**config.mk**
```make
export PLATFORM = sky130hd
export DESIGN_NAME = dotted_ipv4_string_parser_core_flat
export DESIGN_NICKNAME = d
export VERILOG_FILES = /design/src/dip_pkg.sv /design/src/dip_in_if.sv /design/src/dip_out_if.sv /design/src/dotted_ipv4_string_parser_core.sv /design/src/flat_wrapper.sv
export SDC_FILE = /design/constraint.sdc
export NUM_CORES = 1
export LEC_CHECK = 0
export BUFFER_PORTS_ARGS = -buffer_cell sky130_fd_sc_hd__buf_2
export CAP_MARGIN = 25
export CORE_AREA = 8 8 120 167
export CTS_CLUSTER_DIAMETER = 30
export DETAILED_ROUTE_END_ITERATION = 12
export DIE_AREA = 0 0 128 175
export PLACE_DENSITY_LB_ADDON = 0.2
export SLEW_MARGIN = 10
export SYNTH_ARGS = -nofsm -noshare
export SYNTH_HDL_FRONTEND = slang
export SYNTH_SLANG_ARGS = --single-unit
```
**constraint.sdc**
```tcl
create_clock -name clk_i -period 12.3 [get_ports clk_i]
set_clock_uncertainty 0.1 [all_clocks]
set_input_delay 0.615 -clock clk_i [delete_from_list [all_inputs] [get_ports clk_i]]
set_output_delay 0.615 -clock clk_i [all_outputs]
set_load 0.05 [all_outputs]
```
**src/dip_pkg.sv**
```systemverilog
// Shared types and character constants for the dotted IPv4 string parser.
`default_nettype none

package dip_pkg;

  typedef enum logic [1:0] {
    PhStart  = 2'd0,
    PhZero   = 2'd1,
    PhDigits = 2'd2,
    PhTrail  = 2'd3
  } phase_e;

  typedef enum logic [1:0] {
    RxDec = 2'd0,
    RxOct = 2'd1,
    RxHex = 2'd2
  } radix_e;

  localparam int unsigned NumStored = 3;
  localparam logic [1:0] LastStoredCnt = 2'd3;

  localparam logic [7:0] ChNul   = 8'h00;
  localparam logic [7:0] ChZero  = 8'h30;
  localparam logic [7:0] ChNine  = 8'h39;
  localparam logic [7:0] ChDot   = 8'h2e;
  localparam logic [7:0] ChLowX  = 8'h78;
  localparam logic [7:0] ChUpX   = 8'h58;
  localparam logic [7:0] ChLowA  = 8'h61;
  localparam logic [7:0] ChLowF  = 8'h66;
  localparam logic [7:0] ChUpA   = 8'h41;
  localparam logic [7:0] ChUpF   = 8'h46;
  localparam logic [7:0] ChSpace = 8'h20;
  localparam logic [7:0] ChTab   = 8'h09;
  localparam logic [7:0] ChLf    = 8'h0a;
  localparam logic [7:0] ChFf    = 8'h0c;
  localparam logic [7:0] ChBs    = 8'h08;
  localparam logic [7:0] ChCr    = 8'h0d;

  localparam logic [3:0] LetterOffset = 4'd9;

  function automatic logic is_blank(input logic [7:0] c);
    return (c == ChSpace) || (c == ChTab) || (c == ChLf) ||
           (c == ChFf) || (c == ChBs) || (c == ChCr);
  endfunction

endpackage

`default_nettype wire

```
**src/dip_in_if.sv**
```systemverilog
// Character input channel: valid/ready with one byte of payload.
`default_nettype none

interface dip_in_if;
  logic       valid;
  logic       ready;
  logic [7:0] ch;

  modport source (output valid, output ch, input ready);
  modport sink   (input valid, input ch, output ready);
endinterface

`default_nettype wire

```
**src/dip_out_if.sv**
```systemverilog
// Result channel: valid/ready with the ok flag and the parsed address.
`default_nettype none

interface dip_out_if;
  logic        valid;
  logic        ready;
  logic        ok;
  logic [31:0] address;

  modport source (output valid, output ok, output address, input ready);
  modport sink   (input valid, input ok, input address, output ready);
endinterface

`default_nettype wire

```
**src/dotted_ipv4_string_parser_core.sv**
```systemverilog
// Top level of the dotted IPv4 string parser: input register, parse step, result register.
//
//  channel | dir | payload            | transfer when
//  in_i    | in  | ch[7:0]            | in_i.valid && in_i.ready
//  out_o   | out | ok, address[31:0]  | out_o.valid && out_o.ready
//
// One character per cycle while no terminator waits on a stalled result; a
// terminator passes the input register, then its result the result register.
// The parse step reads and updates the part state once per character.
// rst_ni clears the pipeline valids and the parse state asynchronously.
// A stalled result holds only a terminator in the input register; other
// characters keep flowing while the result waits.
`default_nettype none

module dotted_ipv4_string_parser_core (
  input  logic       clk_i,
  input  logic       rst_ni,
  dip_in_if.sink     in_i,
  dip_out_if.source  out_o
);
  import dip_pkg::*;

  // input register
  logic       s1_valid_q;
  logic [7:0] ch_q;

  // parse state
  phase_e      phase_q, phase_d;
  radix_e      radix_q, radix_d;
  logic [31:0] part_value_q, part_value_d;
  logic [1:0]  part_count_q, part_count_d;
  logic        failed_q, failed_d;
  logic [7:0]  stored_q [NumStored];
  logic        store_we;

  // result register
  logic        out_valid_q;
  logic        out_ok_q;
  logic [31:0] out_addr_q;

  logic        term;
  logic        out_free;
  logic        step;
  logic        res_ok;
  logic [31:0] res_addr;

  assign term     = (ch_q == ChNul);
  assign out_free = !out_valid_q || out_o.ready;
  assign step     = s1_valid_q && (!term || out_free);
  assign in_i.ready = !s1_valid_q || step;

  always_ff @(posedge clk_i or negedge rst_ni) begin
    if (!rst_ni) begin
      s1_valid_q <= 1'b0;
    end else if (in_i.ready) begin
      s1_valid_q <= in_i.valid;
    end
  end

  always_ff @(posedge clk_i) begin
    if (in_i.valid && in_i.ready) begin
      ch_q <= in_i.ch;
    end
  end

  // Next parse state for the character in the input register.
  always_comb begin
    logic        take;
    radix_e      eff_radix;
    logic [31:0] base;
    logic [31:0] scaled;
    logic [3:0]  digit;

    phase_d      = phase_q;
    radix_d      = radix_q;
    part_value_d = part_value_q;
    part_count_d = part_count_q;
    failed_d     = failed_q;
    store_we     = 1'b0;
    take         = 1'b0;
    eff_radix    = radix_q;
    base         = part_value_q;
    scaled       = '0;
    digit        = '0;

    if (term) begin
      phase_d      = PhStart;
      radix_d      = RxDec;
      part_value_d = '0;
      part_count_d = '0;
      failed_d     = 1'b0;
    end else if (!failed_q && phase_q != PhTrail) begin
      case (phase_q)
        PhStart: begin
          base         = '0;
          part_value_d = '0;
          if (ch_q == ChZero) begin
            phase_d = PhZero;
          end else begin
            eff_radix = RxDec;
            radix_d   = RxDec;
            take      = 1'b1;
          end
        end
        PhZero: begin
          if (ch_q == ChLowX || ch_q == ChUpX) begin
            radix_d = RxHex;
            phase_d = PhDigits;
          end else begin
            eff_radix = RxOct;
            radix_d   = RxOct;
            take      = 1'b1;
          end
        end
        default: take = 1'b1;
      endcase

      if (take) begin
        phase_d = PhDigits;
        case (eff_radix)
          RxHex:   scaled = base << 4;
          RxOct:   scaled = base << 3;
          default: scaled = (base << 3) + (base << 1);
        endcase

        if (ch_q inside {[ChZero:ChNine]}) begin
          digit        = ch_q[3:0];
          part_value_d = scaled + {28'd0, digit};
        end else if (eff_radix == RxHex &&
                     (ch_q inside {[ChLowA:ChLowF]} || ch_q inside {[ChUpA:ChUpF]})) begin
          digit        = ch_q[3:0] + LetterOffset;
          part_value_d = scaled + {28'd0, digit};
        end else if (ch_q == ChDot) begin
          if (part_count_q == LastStoredCnt || base[31:8] != 24'd0) begin
            failed_d = 1'b1;
          end else begin
            store_we     = 1'b1;
            part_count_d = part_count_q + 2'd1;
            part_value_d = '0;
            radix_d      = RxDec;
            phase_d      = PhStart;
          end
        end else if (is_blank(ch_q)) begin
          phase_d = PhTrail;
        end else begin
          failed_d = 1'b1;
        end
      end
    end
  end

  // Result for a terminator: merge stored bytes under the last part.
  always_comb begin
    res_ok   = !failed_q;
    res_addr = part_value_q;
    case (part_count_q)
      2'd0: ;
      2'd1: begin
        res_ok   = res_ok && (part_value_q[31:24] == 8'd0);
        res_addr = {stored_q[0], part_value_q[23:0]};
      end
      2'd2: begin
        res_ok   = res_ok && (part_value_q[31:16] == 16'd0);
        res_addr = {stored_q[0], stored_q[1], part_value_q[15:0]};
      end
      default: begin
        res_ok   = res_ok && (part_value_q[31:8] == 24'd0);
        res_addr = {stored_q[0], stored_q[1], stored_q[2], part_value_q[7:0]};
      end
    endcase
    if (!res_ok) begin
      res_addr = '0;
    end
  end

  always_ff @(posedge clk_i or negedge rst_ni) begin
    if (!rst_ni) begin
      phase_q      <= PhStart;
      radix_q      <= RxDec;
      part_value_q <= '0;
      part_count_q <= '0;
      failed_q     <= 1'b0;
    end else if (step) begin
      phase_q      <= phase_d;
      radix_q      <= radix_d;
      part_value_q <= part_value_d;
      part_count_q <= part_count_d;
      failed_q     <= failed_d;
    end
  end

  always_ff @(posedge clk_i) begin
    if (step && store_we) begin
      stored_q[part_count_q] <= part_value_q[7:0];
    end
  end

  always_ff @(posedge clk_i or negedge rst_ni) begin
    if (!rst_ni) begin
      out_valid_q <= 1'b0;
    end else if (out_free) begin
      out_valid_q <= step && term;
    end
  end

  always_ff @(posedge clk_i) begin
    if (out_free && step && term) begin
      out_ok_q   <= res_ok;
      out_addr_q <= res_addr;
    end
  end

  assign out_o.valid   = out_valid_q;
  assign out_o.ok      = out_ok_q;
  assign out_o.address = out_addr_q;

  // A failed result never carries an address.
  assert property (@(posedge clk_i) disable iff (!rst_ni)
    out_valid_q && !out_ok_q |-> out_addr_q == 32'd0)
    else $error("failed result with nonzero address");

  // A terminator clears the parse state.
  assert property (@(posedge clk_i) disable iff (!rst_ni)
    step && term |=> part_count_q == 2'd0 && !failed_q && part_value_q == 32'd0)
    else $error("parse state not cleared after terminator");

  // After a leading zero the part value is still zero.
  assert property (@(posedge clk_i) disable iff (!rst_ni)
    phase_q == PhZero |-> part_value_q == 32'd0)
    else $error("nonzero part value after leading zero");

  // Once failed, no more parts are stored until the terminator.
  assert property (@(posedge clk_i) disable iff (!rst_ni)
    failed_q && !(step && term) |=> $stable(part_count_q) && failed_q)
    else $error("parse state moved after failure");

  // An empty input register always takes a new character.
  assert property (@(posedge clk_i) disable iff (!rst_ni)
    !s1_valid_q |-> in_i.ready)
    else $error("input stalled with empty input register");

endmodule

`default_nettype wire
```
**src/flat_wrapper.sv**
```systemverilog
// flat-port wrapper written by rule: the top's interface ports become plain ports
module dotted_ipv4_string_parser_core_flat import dip_pkg::*;
  (clk_i, rst_ni, in_i_valid, in_i_ch, in_i_ready, out_o_valid, out_o_ok, out_o_address, out_o_ready);
  dip_in_if in_i_i ();
  dip_out_if out_o_i ();
  input  logic clk_i;
  input  logic rst_ni;
  input wire logic [$bits(in_i_i.valid)-1:0] in_i_valid;
  input wire logic [$bits(in_i_i.ch)-1:0] in_i_ch;
  output wire logic [$bits(in_i_i.ready)-1:0] in_i_ready;
  output wire logic [$bits(out_o_i.valid)-1:0] out_o_valid;
  output wire logic [$bits(out_o_i.ok)-1:0] out_o_ok;
  output wire logic [$bits(out_o_i.address)-1:0] out_o_address;
  input wire logic [$bits(out_o_i.ready)-1:0] out_o_ready;
  assign in_i_i.valid = in_i_valid;
  assign in_i_i.ch = in_i_ch;
  assign in_i_ready = in_i_i.ready;
  assign out_o_valid = out_o_i.valid;
  assign out_o_ok = out_o_i.ok;
  assign out_o_address = out_o_i.address;
  assign out_o_i.ready = out_o_ready;
  dotted_ipv4_string_parser_core u_core (.clk_i(clk_i), .rst_ni(rst_ni), .in_i(in_i_i), .out_o(out_o_i));
endmodule
```
* Word-level counts from Yosys, hierarchy flattened
Memory sizes are Yosys's and may differ from the RTL's.
Cells that the tools add are included.
** Storage, ports and cells
- Memories kept :: 1
- Flip-flop bits (word level) :: 82
- RAM bits :: 24
- Output and inout bits :: 35
** Memories
- u_core.stored_q :: depth 3, width 8, rd ports 3, clocked after memory_dff 0, wr ports 1, RTL line dotted_ipv4_string_parser_core.sv:33 : logic [7:0] stored_q [NumStored];
** Operators by class
- Magnitude comparators :: 6
- Muxes and demuxes :: 70
- Eq/ne operators :: 24
- $add $sub $neg :: 5
- Reductions and logical operators :: 44
** Operators by type and width (count)
- $mux W32 :: 13
- $pmux W32 S3 :: 1
- $add A32 B4 Y32 :: 2
- $pmux W32 S2 :: 1
- $mux W2 :: 28
- $eq A8 B4 Y1 const B :: 5
- $add A32 B32 Y32 :: 1
- $eq A8 B6 Y1 const B :: 3
- $logic_not A24 Y1 :: 1
- $reduce_bool A24 Y1 :: 1
- $mux W1 :: 22
- $eq A8 B7 Y1 const B :: 2
- $ge A8 B7 Y1 const B :: 2
- $le A8 B7 Y1 const B :: 2
- $logic_not A16 Y1 :: 1
- $logic_not A8 Y1 :: 2
- $logic_and A1 B1 Y1 :: 14
- $reduce_and A7 Y1 :: 2
- $pmux W2 S2 :: 3
- $logic_or A1 B1 Y1 :: 11
- $ge A8 B6 Y1 const B :: 1
- $le A8 B6 Y1 const B :: 1
- $ne A4 B1 Y1 const B :: 2
- $eq A2 B1 Y1 const B :: 3
- 15 further kinds :: 25

* Longest topological paths before layout
Gate-level depths: netlist (run 1).
- Depth after elaboration :: 17
- Gate-level depth with buffers :: 30
- Mapped depth without buffers :: 22

* Worst setup path after synthesis (run 1)
Ideal clock, no wire load.
- Path kind :: register to register
- Start :: reg u_core.phase_q[1]
- End :: reg u_core.part_value_q[31]
- Cell stages (with the launch flop) :: 31
- Arrival time :: 5603 ps
- Setup time :: 131 ps
- Buffers on the path :: 12
- Slack :: 6466 ps
- Data required time :: 12069 ps
- Cells stage by stage :: dfrtp_1 -> buf_2 -> nor2_4 -> buf_6 -> buf_6 -> buf_2 -> buf_2 -> buf_1 -> nand2_1 -> nand3b_1 -> and2_1 -> inv_1 -> ha_1 -> clkbuf_1 -> clkbuf_1 -> clkbuf_1 -> buf_1 -> clkbuf_1 -> nand2_1 -> o21ai_0 -> ha_1 -> nor2b_1 -> o21a_1 -> and3_1 -> clkbuf_1 -> nand3_1 -> nor2_1 -> nand3_1 -> or3_1 -> a21oi_1 -> o41ai_1
** Between the ends
- Word-level cells in the longest chain between the ends :: 15
** RTL lines
- from (decl) :: RTL line dotted_ipv4_string_parser_core.sv:28 : phase_e phase_q, phase_d;
- from (signal assigned) :: RTL line dotted_ipv4_string_parser_core.sv:178 : phase_q <= PhStart;
- from (signal assigned) :: RTL line dotted_ipv4_string_parser_core.sv:184 : phase_q <= phase_d;
- $logic_not A2 Y1 / $eq A2 B1 Y1 (equally long branches) :: RTL line dotted_ipv4_string_parser_core.sv:93 : case (phase_q)
- $mux W32 / $pmux W2 S2 (equally long branches) :: RTL line dotted_ipv4_string_parser_core.sv:93
- $mux W32 / $mux W2 (equally long branches) :: RTL line dotted_ipv4_string_parser_core.sv:92 : end else if (!failed_q && phase_q != PhTrail) begin
- $mux W32 / $mux W2 (equally long branches) :: RTL line dotted_ipv4_string_parser_core.sv:86 : if (term) begin
- $add A32 B32 Y32 (tied with other cells) :: RTL line dotted_ipv4_string_parser_core.sv:123 : default: scaled = (base << 3) + (base << 1);
- $pmux W32 S2 :: RTL line dotted_ipv4_string_parser_core.sv:120 : case (eff_radix)
- $mux W32 :: RTL line dotted_ipv4_string_parser_core.sv:118 : if (take) begin
- $mux W32 :: RTL line dotted_ipv4_string_parser_core.sv:92
- $mux W32 :: RTL line dotted_ipv4_string_parser_core.sv:86
- $add A32 B4 Y32 :: RTL line dotted_ipv4_string_parser_core.sv:132 : part_value_d = scaled + {28'd0, digit};
- $mux W32 :: RTL line dotted_ipv4_string_parser_core.sv:129 : end else if (eff_radix == RxHex &&
- $mux W32 :: RTL line dotted_ipv4_string_parser_core.sv:126 : if (ch_q inside {[ChZero:ChNine]}) begin
- $mux W32 :: RTL line dotted_ipv4_string_parser_core.sv:118
- $mux W32 :: RTL line dotted_ipv4_string_parser_core.sv:92
- $mux W32 :: RTL line dotted_ipv4_string_parser_core.sv:86
- to (signal assigned) :: RTL line dotted_ipv4_string_parser_core.sv:186 : part_value_q <= part_value_d;
- to (decl) :: RTL line dotted_ipv4_string_parser_core.sv:30 : logic [31:0] part_value_q, part_value_d;
Parallel ways exist; a longest one is shown, timed or not. The select of a mux whose other input is x is not followed.
A chain may end at the register's enable or synchronous reset.

* Worst setup path after layout (run 1)
- Start :: reg u_core.ch_q[0]
- End :: reg u_core.part_value_q[31]
** Between the ends
- Word-level cells in the longest chain between the ends :: 17
** RTL lines
- from (decl) :: RTL line dotted_ipv4_string_parser_core.sv:25 : logic [7:0] ch_q;
- from (signal assigned) :: RTL line dotted_ipv4_string_parser_core.sv:62 : ch_q <= in_i.ch;
- $eq A8 B7 Y1 :: RTL line dotted_ipv4_string_parser_core.sv:106 : if (ch_q == ChLowX || ch_q == ChUpX) begin
- $logic_or A1 B1 Y1 :: RTL line dotted_ipv4_string_parser_core.sv:106
- $mux W2 :: RTL line dotted_ipv4_string_parser_core.sv:106
- $pmux W2 S2 :: RTL line dotted_ipv4_string_parser_core.sv:93
- $mux W2 :: RTL line dotted_ipv4_string_parser_core.sv:92
- $mux W2 :: RTL line dotted_ipv4_string_parser_core.sv:86
- $eq A2 B1 Y1 / $eq A2 B2 Y1 (equally long branches) :: RTL line dotted_ipv4_string_parser_core.sv:120, dotted_ipv4_string_parser_core.sv:129
- $pmux W32 S2 :: RTL line dotted_ipv4_string_parser_core.sv:120
- $mux W32 :: RTL line dotted_ipv4_string_parser_core.sv:118
- $mux W32 :: RTL line dotted_ipv4_string_parser_core.sv:92
- $mux W32 :: RTL line dotted_ipv4_string_parser_core.sv:86
- $add A32 B4 Y32 :: RTL line dotted_ipv4_string_parser_core.sv:132
- $mux W32 :: RTL line dotted_ipv4_string_parser_core.sv:129
- $mux W32 :: RTL line dotted_ipv4_string_parser_core.sv:126
- $mux W32 :: RTL line dotted_ipv4_string_parser_core.sv:118
- $mux W32 :: RTL line dotted_ipv4_string_parser_core.sv:92
- $mux W32 :: RTL line dotted_ipv4_string_parser_core.sv:86
Parallel ways exist; a longest one is shown, timed or not. The select of a mux whose other input is x is not followed.

==> impl_metrics.yaml, run 1 <==
floorplanning:
  die_area_mm2: 0.02240
  ios: 47
  start_util_pct: 53.96
  die-width_um: 128
  die_y_um: 175
  rows: 58
  coreArea_mm2: 0.01756
power_and_ir_drop:
  ir_worst_vdd_mv: 0.1078
  power_density_mw_per_mm2: 168.6
  p_leak_nw: 3.712
final_layout:
  regArea_mm2: 0.002978
  postLayoutCoreUtil_pct: 57.62
  area_growth_pct: 6.774
  diodes: 0
  final_common_cell: "nor2_1"
  fin_cells: 1365
  fin_nets: 1161
  multi_input_area_mm2: 0.005992
  final_cell_mix: "107 x nor2_1, 93 x nand2_1, 74 x o21ai_0"
  final_layout_size_suffix_gt1_share_pct: 11.20
  num-fill-cells: 1643
yosys:
  synthAdderAreaFrac_pct: 4.344
  yosysSeqAreaShare_pct: 31.42
  yosys.area_share.simple_pct: 22.18
  synth-compound-area-share_pct: 28.78
  synth_edf_count: 65
  yosys.area.top_type_share_pct: 20.60
  ys_warn_count: 0
  synth_area_leaders: "edfxtp_1 21%, dfrtp_1 11%, nor2_1 4.3%"
  async_flop_share_pct: 38.68
  synth_top_family_by_area: "compound AO/OA/AOI/OAI gates"
  synth_seq_cells: 106
  synth_fp_nets: 1177
  synth_xor_area_share_pct: 6.932
  yosysTopAreaCell: "edfxtp_1"
  synthMuxAreaShare_pct: 0.7658
  synthCells: 1136
  synthesis.area_mm2: 0.009477
  avgSynthCellArea_um2: 8.342
  ys.flop_type: "edfxtp_1"
  yosysUniqueCellTypes: 98
place:
  io_buffers: 46
  dp_cells: 1347
  dpl_worst_slack_ns: 6.143
  post-dp-hpwl_um: 23270
  place.gp.congestion: 1.005
sta:
  finalMaxSlewViolations: 0
  fin_setup_tns_ns: 0
  final.setup.worst_slack_ns: 6.059
  worstMarginPinSlew_ns: 0.9900
  max_freq_mhz: 160.2
  setup_violations: 0
  grt_setup_unrepaired: "false"
  period_share_pct: 50.74
  hold_viol: 0
  fin_crit_ns: 6.241
  max-slew-margin-rel_pct: 33.76
  hold_ws_ns: 0.04012
critical_path:
  criticalPathCategory: "reg -> reg"
  path_max_fanout: 52
  rr_worst_depth: 20
  crit_path_end: "u_core.part_value_q[31]"
  setup.worst_path.start: "u_core.ch_q[0]"
  critPathCaptureType: "register"
  critPathLaunchType: "register"
  critPathRequiredTime_ns: 12.45
  r2r_setup_slack_ns: 6.06
  cp.arrival_ns: 6.39
  r2r_start: "u_core.ch_q[0]"
  r2r_end: "u_core.part_value_q[31]"
clock_network:
  clkSinkCount: 106
  cts_setup_buffers: 0
  cts-root-buf: "clkbuf_16"
  numCtsBuffers: 9
  clk_latency_ns: 0.37
  ctsResizeCount: 0
  cts_tree: "yes"
  clockBufferDepth: 2
  htreeDepth: 3
  cts_hold_buf: 0
  path_clk_slew_ns: 0.08
route:
  met3_length_um: 2426
  avgRoutedWirePerCell_um: 23.36
  antenna_left: 0
  met2WireLength_um: 15490
  dr.max_layer_used: "met5"
  dr.pass1.iters: 5
  drt_wl_total_um: 31890
  drt_iter0_drc: 984
  num_vias: 9207
  drc: 0
  drt-met1-wl_um: 12110
  vias_per_cell: 6.745
grt:
  grt_start_max_net_pins: 56
  antenna_found_initial: 1
  overflow: 0
  grt_use_total_pct: 28.65
  grt_pass1_vias: 8979
  grt_pass1_wl_um: 50000
run_status:
  outcome: "completed"
job:
  maxCapViolations: 0
worst_hold_path:
  min_path_type: "in -> async"
## through the flow
step           power, W  instance area [um^2]
2_1_floorplan  0.001147                  9477
3_3_place_gp   0.001376                  9771
3_5_place_dp   0.001382                  9771
4_1_cts        0.001678                 10080
5_1_grt        0.001793                 10120
6_report       0.001706                 10120
## worst min-delay path by stage
stage / from / endpoint
global placement: u_core.radix_q[1] / u_core.radix_q[1]
finish: rst_ni / u_core.out_o.valid
floorplan: rst_ni / u_core.failed_q
global route: rst_ni / u_core.out_o.valid
CTS: in_i_ch[6] / u_core.ch_q[6]
detailed placement: u_core.radix_q[1] / u_core.radix_q[1]
## state kept, by name, summed over array words and instances, names as in the netlist
| register | flops |
|---|---|
| u_core.phase_q | 2 |
| u_core.out_o.address | 32 |
| u_core.part_value_q | 32 |
| u_core.radix_q | 2 |
| u_core.s1_valid_q | 1 |
| u_core.part_count_q | 2 |
| u_core.out_o.valid | 1 |
| u_core.failed_q | 1 |
| u_core.stored_q | 24 |
| u_core.ch_q | 8 |
| u_core.out_o.ok | 1 |
## power breakdown
group / internal [W] / switching [W] / leakage (nW)
logic: 0.000291 / 0.000553 / 2.40
registers: 0.000421 / 0.000145 / 1.17
clock network: 0.000144 / 0.000151 / 0.145
## critical path, stage by stage, from the launching register on
cell	delay, ns
edfxtp_1	0.50
inv_1	0.15
ha_1	0.21
nor4bb_1	0.28
nand4_1	0.18
or2_2	0.38
o21a_1	0.20
ha_1	0.29
buf_4	0.30
inv_1	0.48
nand2_1	0.49
a2bb2oi_1	0.25
or3b_2	0.25
nand3_2	0.16
nor4_2	0.46
nand3_1	0.31
nor2_1	0.33
nand3_2	0.15
or4_1	0.43
nand2_1	0.09
o41ai_1	0.07
## area by class of cell
class                      instances  share of cell area [%]
multi-input combinational        905                   59.22
sequential                       106                   29.43
timing repair buffer              70                   4.303
tap                              240                   2.968
clock buffer                       9                   2.226
inverter                          28                   1.039
clock inverter                     7                  0.8161
## Yosys cell counts (9+ instances only)
cell	instances
inv_1	27
dfrtp_1	41
nand2_1	93
o22ai_1	16
ha_1	28
nor2_1	108
o211ai_1	15
xor2_1	35
nor2b_1	12
nand3_1	32
a22oi_1	50
a31oi_1	22
nor3_1	30
or3_1	14
a221oi_1	14
buf_1	11
clkbuf_1	58
edfxtp_1	65
and2_1	26
and3_1	9
o21ai_0	74
a22o_1	15
o221ai_1	9
a21o_1	12
a21oi_1	61
nor4_1	10
o31ai_1	11
buf_2	23
xnor2_1	40
## logic make-up after synthesis
family,count (synthesis)
AOI/OAI and AO/OA,389
xor gates and xnor gates,75
adders and majority gates,33
buffers and inverters,125
DFF,106
muxes,7
and+or+nand+nor,401
## routing by layer
metal  track usage, %  up-vias
met3            3.996      105
met1            33.90     4377
met4            17.60        2
li1                 -     4254
met2            47.93      469
met5                0        -
Note: power is estimated with default switching activity, not from simulation.
==> run 2, diff against run 1 <==
clock period = 5.71 ns   (was 12.3 ns; I/O delays follow)
==> impl_metrics.yaml, run 2 (same netlist as run 1, synthesis figures left out) <==
run_status:
  outcome: "completed"
critical_path:
  rr_worst_depth: 20
  cp.arrival_ns: 5.42
  crit_buf_inv: 3
  path_max_fanout: 12
  critPathLaunchType: "register"
  r2r_setup_slack_ns: 0.43
  path_cells: "inv_1 > ha_1 > nor4bb_1 > nand4_1 > or2_2 > o21a_1 > ha_1 > inv_1 > buf_4 > nand2_1 > a2bb2oi_1 > or3b_2 > nand3_2 > nor4_2 > nand3_1 > nor2_1 > nand3_2 > or4_1 > nand2_1 > o41ai_1"
  criticalPathCategory: "reg -> reg"
  critPathCaptureType: "register"
  max_stage_delay_ns: 0.50
  r2r_end: "u_core.part_value_q[31]"
  critPathRequiredTime_ns: 5.85
  crit_family: "simple AND/OR/NAND/NOR gates"
  r2r_start: "u_core.ch_q[0]"
  slowest_stage: "edfxtp_1"
clock_network:
  cts_tree: "yes"
  clkSinkCount: 106
  cts_setup_buffers: 0
  clockBufferDepth: 2
  htreeDepth: 3
  numCtsBuffers: 9
  cts-root-buf: "clkbuf_16"
  path_clk_slew_ns: 0.08
  clk_latency_ns: 0.37
floorplanning:
  coreArea_mm2: 0.01756
  ios: 47
  start_util_pct: 53.96
  die_y_um: 175
  die_area_mm2: 0.02240
  die-width_um: 128
  rows: 58
route:
  drc: 0
  dr.pass1.iters: 7
  drt_iter0_drc: 848
  vias_per_cell: 6.636
  antenna_left: 0
  num_vias: 9270
  avgRoutedWirePerCell_um: 22.71
  drt_wl_total_um: 31730
final_layout:
  final_layout_size_suffix_gt1_share_pct: 12.96
  diodes: 0
  final_common_cell: "nor2_1"
  fin_nets: 1193
  area_growth_pct: 9.612
  final_cell_mix: "107 x nor2_1, 93 x nand2_1, 74 x o21ai_0"
  fin_cells: 1397
sta:
  max-slew-margin-rel_pct: 38.32
  setup_violations: 0
  fin_crit_ns: 5.278
  fin_setup_tns_ns: 0
  finalMaxSlewViolations: 0
  worstMarginPinSlew_ns: 0.9230
  period_share_pct: 92.44
  hold_viol: 0
  max_freq_mhz: 189.5
  grt_setup_unrepaired: "false"
power_and_ir_drop:
  p_int_w: 0.001954
  clkPwrFrac_pct: 17.8
  pwr-share-seq_pct: 31.9
  ir_worst_vdd_mv: 0.1643
  power_density_mw_per_mm2: 365.0
  switching_share_pct: 48.45
  p_sw_w: 0.001837
  p_leak_nw: 3.869
  power_frac_comb_pct: 50.4
worst_hold_path:
  min_path_type: "in -> reg"
  min_to: "u_core.s1_valid_q"
  hold_depth: 2
  hold_path.startpoint: "in_i_valid"
grt:
  grt_start_max_net_pins: 44
  antenna_found_initial: 0
  grt_use_total_pct: 28.76
  grt_pass1_wl_um: 50240
  overflow: 0
  grt_pass1_vias: 9127
place:
  dp_cells: 1371
  place.gp.congestion: 1.022
  post-dp-hpwl_um: 23670
  io_buffers: 46
job:
  maxCapViolations: 0
run 2: cell count changes in the layout (fill, tap and decap cells not counted), sizes merged:
cell,previous run,this run
buf,70,93
dlygate4sd3,0,9
bufinv,0,1
clkinv,4,3
clkinvlp,1,0
inv,30,31
run 2: repair_timing:
| action | in CTS | in global routing |
|---|---|---|
| resized for setup | 0 | 2 |
| hold buffers | 8 | 1 |
| endpoints found under the hold margin | 8 | 15 |
| endpoints found under the setup margin | 0 | 5 |
run 2: power by group through the flow:
stage	combinational, W	sequential, W	clock [W]
2_1_floorplan	0.00148	0.000992	0
3_3_place_gp	0.00185	0.00120	0
3_5_place_dp	0.00185	0.00121	0
5_1_grt	0.00207	0.00122	0.000702
6_report	0.00191	0.00121	0.000674
4_1_cts	0.00187	0.00119	0.000684
run 2: metrics by stage:
stage	utilization, %	cell area, um^2	worst slack [ns]	power (W)	hold WS (ns)
6_report	59.15	10390	0.4317	0.003791	0.01194
5_1_grt	59.15	10390	0.002529	0.003990	0.04144
4_1_cts	58.90	10340	0.4858	0.003742	0.004694
3_5_place_dp	56.66	9951	0.5018	0.003061	0.3638
3_3_place_gp	56.66	9951	0.6088	0.003053	0.3617
2_1_floorplan	-	9479	0.1106	0.002472	-0.1101
run 2: how the worst max path moves through the flow:
stage          slack [ns]  cells after the start                      end               from
2_1_floorplan        0.11                     30  u_core.part_value_q[31]  u_core.phase_q[1]
3_3_place_gp         0.61                     19  u_core.part_value_q[18]     u_core.ch_q[0]
3_5_place_dp         0.50                     19  u_core.part_value_q[18]     u_core.ch_q[1]
4_1_cts              0.49                     19  u_core.part_value_q[18]     u_core.ch_q[1]
5_1_grt             0.003                     19  u_core.part_value_q[30]     u_core.ch_q[0]
6_report             0.43                     20  u_core.part_value_q[31]     u_core.ch_q[0]
run 2: per-layer routing:
layer / global-route usage, % / vias up / wire length (um)
met4: 21.48 / 0 / 2127
met5: 0 / - / 0
li1: - / 4331 / -
met1: 33.56 / 4400 / 12460
met2: 46.65 / 409 / 15050
met3: 4.484 / 130 / 2091
run 2: layout make-up:
class / instances / area, um^2
flip-flops and latches: 106 / 2978
fillers: 1594 / 7174
repair buffers: 102 / 685.7
inverters: 28 / 105.1
multi-input cells: 905 / 6006
well taps: 240 / 300.3
clock inverters: 7 / 87.58
clock buffers: 9 / 225.2
==> run 3, diff against run 2 <==
RECOVER_POWER = 50   (was unset)
==> impl_metrics.yaml, run 3 (same netlist as run 1, synthesis figures left out) <==
worst_hold_path:
  hold_path.startpoint: "in_i_valid"
  min_path_type: "in -> reg"
  hold_depth: 2
  min_to: "u_core.s1_valid_q"
critical_path:
  criticalPathCategory: "reg -> reg"
  path_cells: "inv_1 > ha_1 > nor4bb_1 > nand4_1 > or2_2 > o21a_1 > ha_1 > buf_4 > buf_4 > nand2_1 > or3_1 > o21ai_0 > a32oi_1 > or2b_1 > nor4_4 > and4_4 > o211ai_1 > a32oi_1 > o22ai_2"
  critPathCaptureType: "register"
  critPathRequiredTime_ns: 5.85
  path_max_fanout: 34
  cp.arrival_ns: 5.41
  rr_worst_depth: 19
  r2r_start: "u_core.ch_q[0]"
  max_stage_delay_ns: 0.50
  slowest_stage: "edfxtp_1"
  r2r_end: "u_core.part_value_q[30]"
  critPathLaunchType: "register"
  r2r_setup_slack_ns: 0.45
floorplanning:
  ios: 47
  coreArea_mm2: 0.01756
  die_y_um: 175
  start_util_pct: 53.96
  rows: 58
  die_area_mm2: 0.02240
  die-width_um: 128
route:
  drt_wl_total_um: 31720
  avgRoutedWirePerCell_um: 22.71
  drt_iter0_drc: 808
  vias_per_cell: 6.628
  antenna_left: 0
  num_vias: 9259
  drc: 0
  dr.pass1.iters: 7
clock_network:
  cts_tree: "yes"
  clk_latency_ns: 0.37
  numCtsBuffers: 9
  cts-root-buf: "clkbuf_16"
  clkSinkCount: 106
  htreeDepth: 3
  clockBufferDepth: 2
  path_clk_slew_ns: 0.08
grt:
  grt_pass1_vias: 9127
  overflow: 0
  grt_start_max_net_pins: 44
  grt_pass1_wl_um: 50240
  antenna_found_initial: 0
  use_met2_pct: 46.65
  grt_use_met1_pct: 33.56
  busiest_layer: "met2"
  grt_use_total_pct: 28.76
  met3_usage_pct: 4.484
final_layout:
  fin_nets: 1193
  final_common_cell: "nor2_1"
  postLayoutCoreUtil_pct: 58.74
  final_cell_mix: "107 x nor2_1, 93 x nand2_1, 75 x o21ai_0"
  regArea_mm2: 0.002978
  num-fill-cells: 1623
  final_layout_size_suffix_gt1_share_pct: 9.594
  area_growth_pct: 8.859
  multi_input_area_mm2: 0.006006
  diodes: 0
  fin_area_mm2: 0.01032
sta:
  fin_setup_tns_ns: 0
  finalMaxSlewViolations: 33
  grt_setup_unrepaired: "false"
  max_freq_mhz: 190.0
  final.setup.worst_slack_ns: 0.4471
  setup_violations: 0
  fin_crit_ns: 5.263
  period_share_pct: 92.17
  worstMarginPinSlew_ns: 2.082
  hold_viol: 0
  max-slew-margin-rel_pct: -38.80
power_and_ir_drop:
  p_int_w: 0.001948
  ir_worst_vdd_mv: 0.1634
  pwr-share-seq_pct: 31.9
  p_leak_nw: 3.738
  clkPwrFrac_pct: 17.8
  switching_share_pct: 48.57
  power_frac_comb_pct: 50.3
  power_density_mw_per_mm2: 367.2
  p_sw_w: 0.001840
place:
  io_buffers: 46
  dpl_cell_area_mm2: 0.009951
  place.gp.congestion: 1.022
  dpl_worst_slack_ns: 0.5018
  post-dp-hpwl_um: 23670
run_status:
  violations: "max-capacitance violations, max-slew violations"
  outcome: "finished, violations left"
job:
  maxCapViolations: 1
==> run 3: final cells by class <==
type	instances	share of cell area, %
multi-input combinational	905	58.22
sequential	106	28.87
timing repair buffer	102	5.955
tap	240	2.911
clock buffer	9	2.183
inverter	28	1.019
clock inverter	7	0.8490
==> run 3: metrics by stage <==
stage          hold slack, ns  power [W]  std cells
6_report              0.01189   0.003788       1397
3_5_place_dp           0.3638   0.003061       1371
4_1_cts              0.004694   0.003742       1395
2_1_floorplan         -0.1101   0.002472       1136
3_3_place_gp           0.3617   0.003053       1371
5_1_grt               0.04230   0.003983       1397
==> run 3: power groups by stage <==
stage	Clock, W	Combinational [W]	Sequential [W]
global placement	0	0.00185	0.00120
global route	0.000702	0.00206	0.00122
detailed placement	0	0.00185	0.00121
floorplan	0	0.00148	0.000992
CTS	0.000684	0.00187	0.00119
finish	0.000675	0.00191	0.00121
==> run 3: what timing repair did <==
| action | CTS | global route |
|---|---|---|
| hold buffers | 8 | 1 |
| setup endpoints to repair | 0 | 5 |
| hold endpoints to repair | 8 | 15 |
| gates resized for setup | 0 | 2 |
| buffers inserted | 0 | 0 |
==> run 3: worst max-delay path by stage <==
stage	slack, ns	start	end	cells past startpoint
2_1_floorplan	0.11	u_core.phase_q[1]	u_core.part_value_q[31]	30
3_3_place_gp	0.61	u_core.ch_q[0]	u_core.part_value_q[18]	19
3_5_place_dp	0.50	u_core.ch_q[1]	u_core.part_value_q[18]	19
4_1_cts	0.49	u_core.ch_q[1]	u_core.part_value_q[18]	19
5_1_grt	0.003	u_core.ch_q[0]	u_core.part_value_q[30]	19
6_report	0.45	u_core.ch_q[0]	u_core.part_value_q[30]	19
==> run 3: per-layer routing <==
metal,vias up,share of wire (%)
met5,-,0
met4,0,6.4
met3,119,7.2
met2,428,48
met1,4382,39
li1,4330,-
==> run 3: critical path: cells and delay by family, from the launching register on <==
family / cells / cell delay [ns]
flip-flops: 1 / 0.50
buffers and inverters: 3 / 0.73
AO/OA/AOI/OAI: 6 / 0.90
adder cells (fa/ha/maj): 2 / 0.50
AND/OR/NAND/NOR: 8 / 2.37
